`src/rtl/core/box_blur_5x5_edge_normalized_top_macros.svh`:
```
// Assertion macros shared by the box blur RTL.
// Included by modules that carry concurrent checks; depends on nothing.
`ifndef BOX_BLUR_5X5_EDGE_NORMALIZED_TOP_MACROS_SVH
`define BOX_BLUR_5X5_EDGE_NORMALIZED_TOP_MACROS_SVH

// Implication check, disabled while reset is held.
`define BBN_ASSERT(label, clk, rst_n, prop, msg) \
  label: assert property (@(posedge clk) disable iff (!rst_n) prop) else $error(msg);

// Same check, also active during reset.
`define BBN_ASSERT_ALWAYS(label, clk, prop, msg) \
  label: assert property (@(posedge clk) prop) else $error(msg);

`endif

```
`src/rtl/core/bbn_pkg.sv`:
```
// Package for the 5x5 edge-normalized box blur.
// Holds widths, controller state type and the command/status structs.
package bbn_pkg;

  localparam int unsigned SampleW  = 16;
  localparam int unsigned ColW     = 10;
  localparam int unsigned RowW     = 11;
  localparam int unsigned WCfgW    = 11;
  localparam int unsigned HCfgW    = 12;
  localparam int unsigned MaxWidth  = 1024;
  localparam int unsigned MaxHeight = 2048;
  localparam int unsigned Span     = 5;
  localparam int unsigned TapW     = 3;
  localparam int unsigned SumW     = 21;
  localparam int unsigned CntW     = 5;
  localparam int unsigned DiffW    = 13;
  localparam int unsigned RowSlotW = 3;
  localparam int unsigned MemAw    = RowSlotW + ColW;
  localparam int unsigned DivStepW = 5;

  // Register indexes on the configuration port.
  localparam logic RegWidth  = 1'b0;
  localparam logic RegHeight = 1'b1;

  typedef enum logic [2:0] {
    S_IDLE,
    S_READ,
    S_DRAIN,
    S_INIT,
    S_DIV,
    S_OUT
  } state_e;

  typedef struct packed {
    logic take;      // input word accepted
    logic rd_en;     // read one window tap
    logic div_init;  // load divider
    logic div_step;  // one divider step
    logic load_out;  // move quotient to output register
  } cmd_t;

  typedef struct packed {
    logic will_emit;
    logic tap_last;
    logic div_done;
    logic out_busy;
  } status_t;

endpackage

```
`src/rtl/core/bbn_ctrl.sv`:
```
// Controller for the box blur: sequences tap reads, division and output.
// Depends on bbn_pkg and the assertion macro header.
`include "box_blur_5x5_edge_normalized_top_macros.svh"

module bbn_ctrl (
  input  logic             clk_i,
  input  logic             rst_ni,
  input  logic             in_valid_i,
  output logic             in_ready_o,
  input  bbn_pkg::status_t st_i,
  output bbn_pkg::cmd_t    cmd_o
);

  bbn_pkg::state_e state_q, state_d;
  logic            accept;

  assign accept = in_valid_i && in_ready_o;

  // State register.
  always_ff @(posedge clk_i or negedge rst_ni) begin
    if (!rst_ni) begin
      state_q <= bbn_pkg::S_IDLE;
    end else begin
      state_q <= state_d;
    end
  end

  // Next state. The drain state lets the last tap reach the sum before the
  // divider is loaded.
  always_comb begin
    state_d = state_q;
    case (state_q)
      bbn_pkg::S_IDLE: begin
        if (accept && st_i.will_emit) state_d = bbn_pkg::S_READ;
      end
      bbn_pkg::S_READ: begin
        if (st_i.tap_last) state_d = bbn_pkg::S_DRAIN;
      end
      bbn_pkg::S_DRAIN: state_d = bbn_pkg::S_INIT;
      bbn_pkg::S_INIT:  state_d = bbn_pkg::S_DIV;
      bbn_pkg::S_DIV: begin
        if (st_i.div_done) state_d = bbn_pkg::S_OUT;
      end
      bbn_pkg::S_OUT: begin
        if (!st_i.out_busy) state_d = bbn_pkg::S_IDLE;
      end
      default: state_d = bbn_pkg::S_IDLE;
    endcase
  end

  // Outputs.
  always_comb begin
    cmd_o      = '0;
    in_ready_o = 1'b0;
    case (state_q)
      bbn_pkg::S_IDLE: begin
        in_ready_o = 1'b1;
        cmd_o.take = accept;
      end
      bbn_pkg::S_READ:  cmd_o.rd_en = 1'b1;
      bbn_pkg::S_INIT:  cmd_o.div_init = 1'b1;
      bbn_pkg::S_DIV:   cmd_o.div_step = !st_i.div_done;
      bbn_pkg::S_OUT:   cmd_o.load_out = !st_i.out_busy;
      default: ;
    endcase
  end

  `BBN_ASSERT(a_div_to_out, clk_i, rst_ni, (state_q == bbn_pkg::S_DIV && st_i.div_done) |=> (state_q == bbn_pkg::S_OUT), "divider finish did not move to output")
  `BBN_ASSERT(a_load_free, clk_i, rst_ni, cmd_o.load_out |-> !st_i.out_busy, "output overwritten")
  `BBN_ASSERT(a_read_end, clk_i, rst_ni, (state_q == bbn_pkg::S_READ && st_i.tap_last) |=> (state_q == bbn_pkg::S_DRAIN), "tap sweep overran")

endmodule

```
`config.mk`:
```
export PLATFORM = sky130hd
export DESIGN_NAME = bbn_ctrl
export DESIGN_NICKNAME = d
export VERILOG_FILES = /design/src/rtl/core/bbn_pkg.sv /design/src/rtl/core/bbn_ctrl.sv
export VERILOG_INCLUDE_DIRS = /design/src /design/src/rtl/core
export SDC_FILE = /design/constraint.sdc
export NUM_CORES = 1
export LEC_CHECK = 0
export ABC_CLOCK_PERIOD_IN_PS = 900
export BUFFER_PORTS_ARGS = -buffer_cell sky130_fd_sc_hd__buf_4
export CORE_AREA = 4 4 41 43
export CTS_CLUSTER_DIAMETER = 100
export CTS_CLUSTER_SIZE = 14
export DETAILED_ROUTE_END_ITERATION = 10
export DIE_AREA = 0 0 45 47
export GPL_ROUTABILITY_DRIVEN = 0
export SYNTH_ARGS = -nofsm -noshare
export SYNTH_HDL_FRONTEND = slang
export SYNTH_SLANG_ARGS = --single-unit
```
`constraint.sdc`:
```
create_clock -name clk_i -period 0.9 [get_ports clk_i]
set_input_delay 0.135 -clock clk_i [delete_from_list [all_inputs] [get_ports clk_i]]
set_output_delay 0.135 -clock clk_i [all_outputs]
set_load 0.05 [all_outputs]
```
==> key figures <==
Routing
  – WL met2: between 300 and 400 um
  – Top sig layer: met3
  – Vias per std cell: 4.29
  – DRC Markers: 0
  – Met1 WL: 262 um
  – Final WL: 702 um
  – DRT iter0 DRCs: 0
  – Antenna viol nets, final: 0
  – DR vias: roughly 280
  – Wire length on met3: 45 um
  – Routed wire per std cell: 10.6 um
  – Drt first pass iters: 1

Clock tree
  – Total clock buffers created by CTS: 3
  – Clk slew on worst S/H paths: roughly 0.040 ns
  – Number of clock sinks: 3
  – Root Buffer: clkbuf_4
  – Skew-Pair Late Insertion Delay: 0.23 ns
  – CTS tree: yes
  – Max clock buf depth: 2
  – H-tree level count: 1

GRT
  – Overall routing resource usage: 7.87%
  – Grt total ovfl: 0
  – Vias in the first global route: 305
  – Antenna violations before repair: 0
  – Pin count of the biggest net entering global routing: 9
  – Global-route wire length before repair: 1.14 mm

Power
  – Gate power share: between 70% and 80%
  – Static Leak: 0.000233 uW
  – Max VDD drop: 1.56 mV
  – Pwr dens: 3860 nW/um^2
  – Clk pwr share: between 10 and 15%
  – Flop pwr share: 17.1%
  – Total chip power: between 2000 and 2500 uW
  – Switching part of the total power: 45.6%
  – Switching power: 928 uW
  – Internal power: between 1000 and 1500 uW

Synth
  – Post-Synth Adder-Cell Area: 0%
  – Average instance area after synthesis: between 8 and 9 um^2
  – Seq cells post-synth: 3
  – Yosys warnings: 0
  – Largest family of logic cells by synthesized area: simple AND/OR/NAND/NOR gates
  – Compound-Gate Fraction of Synth Area: 19.0%
  – Synth Area in XOR/XNOR: 0%
  – Mapped cell area: 210 um^2
  – Sequential fraction of the synthesis area: a little over a third
  – Mux cell area share after synthesis: 0%
  – Post-Synth Simple-Gate Area: roughly 36%
  – Netlist cell types: 16
  – Post-Syn Nets: 33
  – Cells after Synth: 26

Floorplanning
  – Die height: 47 um
  – Die Wd: 45 um
  – Core region area: 1300 um^2
  – Top Ports: 13
  – Starting Density: 16.2%
  – Area of the die: 2120 um^2
  – Row Count: 13

Final layout
  – Area Overhead vs Synth: 151%
  – Top reg by flops: state_q
  – Max reg flops: 3
  – Utilization after layout: 40.5%
  – Final net count: 59
  – Antenna Cells: 0
  – Layout cells sized above 1: between 70% and 80%
  – Largest regs: state_q: 3 flops

Worst setup path
  – Max FO, Critical Path: 4
  – Worst Setup Path Type: reg -> out
  – Critical path required time: approximately 0.76 ns
  – Critical Path Sink Type: primary output
  – Startpoint types: register
  – WP data arrival: 1.19 ns

Placement
  – Post-Place Worst Slack: -0.306 ns
  – Detailed Place HPWL: 491 um
  – PortBufs: 12

Status
  – Failing checks: setup timing
  – Status: finished, violations left

STA
  – Final-report max-slew violation count: 0
  – Setup ws final: -0.426 ns
  – Clock skew: 0.00216 ns
  – Max_slew headroom: 84.5%
  – Setup TNS: -2.90 ns
  – Fmax: 754 MHz
  – Minimum period implied by the final worst setup slack: 1.33 ns
  – RSZ-0062 raised after global routing: yes
  – Final Hold Vio Count: 0
  – # setup viols final: 9
  – Worst slew pin tran: around 0.23 ns
  – Final hold slack: 0.187 ns
  – Final Cycle Share: 147%

Flow run
  – Max-cap violations: 0

Worst hold path
  – Min-Delay Path Class: in -> reg
-- critical path, cell delays in order, from the launching register on --
cell and delay [ns]:
dfrtp_2 0.46, nor3_4 0.20, and2_4 0.17, buf_8 0.13
-- Yosys cell counts, drive strengths merged --
| cell type | n | area share, % |
|---|---|---|
| nand3b | 1 | 3.6 |
| nor3b | 1 | 6.0 |
| o21ai | 2 | 4.8 |
| nand2 | 4 | 7.1 |
| buf | 1 | 5.4 |
| a21oi | 1 | 2.4 |
| dfrtp | 3 | 36 |
| and2 | 1 | 3.0 |
| nor3 | 4 | 9.5 |
| inv | 1 | 1.8 |
| o311a | 1 | 4.8 |
| o211ai | 1 | 3.6 |
| o21bai | 1 | 3.6 |
| nand2b | 1 | 3.0 |
| nor2 | 2 | 3.6 |
| clkbuf | 1 | 2.4 |
-- metal layers --
metal | GRT usage, % | up-vias
li1 | - | 142
met4 | 8.77 | 0
met3 | 0.383 | 0
met5 | 0 | -
met1 | 7.87 | 133
met2 | 13.8 | 8
-- power by group through the flow --
stage	Combinational [uW]	Clock [uW]	Sequential (uW)
after detailed placement	1050	0	337
final	1450	234	349
after global routing	1540	247	364
after floorplan	854	0	272
after CTS	1450	247	347
after global placement	1060	0	337
-- cell type report --
cell class	count	area, um^2
fillers	133	774
well taps	15	18.8
inverters	1	6.26
multi-input cells	20	176
clock buffers	4	26.3
repair buffers	23	220
flip-flops and latches	3	78.8
-- metrics by stage --
step                std cells  instance area, um^2
finish                     66                  527
detailed placement         55                  392
global placement           55                  392
floorplan                  26                  278
global route               66                  527
CTS                        66                  527
-- kinds of logic (layout without fill, tap and decap cells) --
kind of cell	after synthesis	in the layout
AOI/OAI and AO/OA	6	6
DFF	3	3
and+or+nand+nor	14	14
buffers and inverters	3	28
-- cells in the final DEF, fill, tap and decap left out --
master and count:
o21ai_0 1, a21oi_1 1, nand2_1 4, clkbuf_4 3
o311a_1 1, dfrtp_2 3, and2_4 1, inv_4 1
buf_6 8, nand2b_4 1, dlygate4sd3_1 1, o211ai_1 1
nand3b_1 1, nor3_4 4, o21bai_1 1, nor2_1 2
buf_4 12, buf_8 2, clkbuf_1 1, o21ai_1 1
nor3b_4 1
-- what timing repair did --
action	in CTS	in global routing
endpoints found under the setup margin	9	9
gates resized for setup	16	1
hold endpoints to repair	3	0
pin swaps	7	1
gates cloned	0	0
hold buffers	1	0
buffers inserted	6	1
-- path summary, 6_finish.rpt --
path	start	endpoint	slack, ns	cells past startpoint
min in group asynchronous	rst_ni	state_q[0]$_DFFE_PN0P_	0.23	2
max	state_q[0]$_DFFE_PN0P_	cmd_o[4]	-0.43	3
max in group asynchronous	rst_ni	state_q[1]$_DFFE_PN0P_	0.57	2
min	st_i[2]	state_q[1]$_DFFE_PN0P_	0.19	3
min reg2reg	state_q[2]$_DFFE_PN0P_	state_q[1]$_DFFE_PN0P_	0.60	1
max reg2reg	state_q[0]$_DFFE_PN0P_	state_q[0]$_DFFE_PN0P_	-0.30	4
Note: power is estimated with default switching activity, not from simulation.
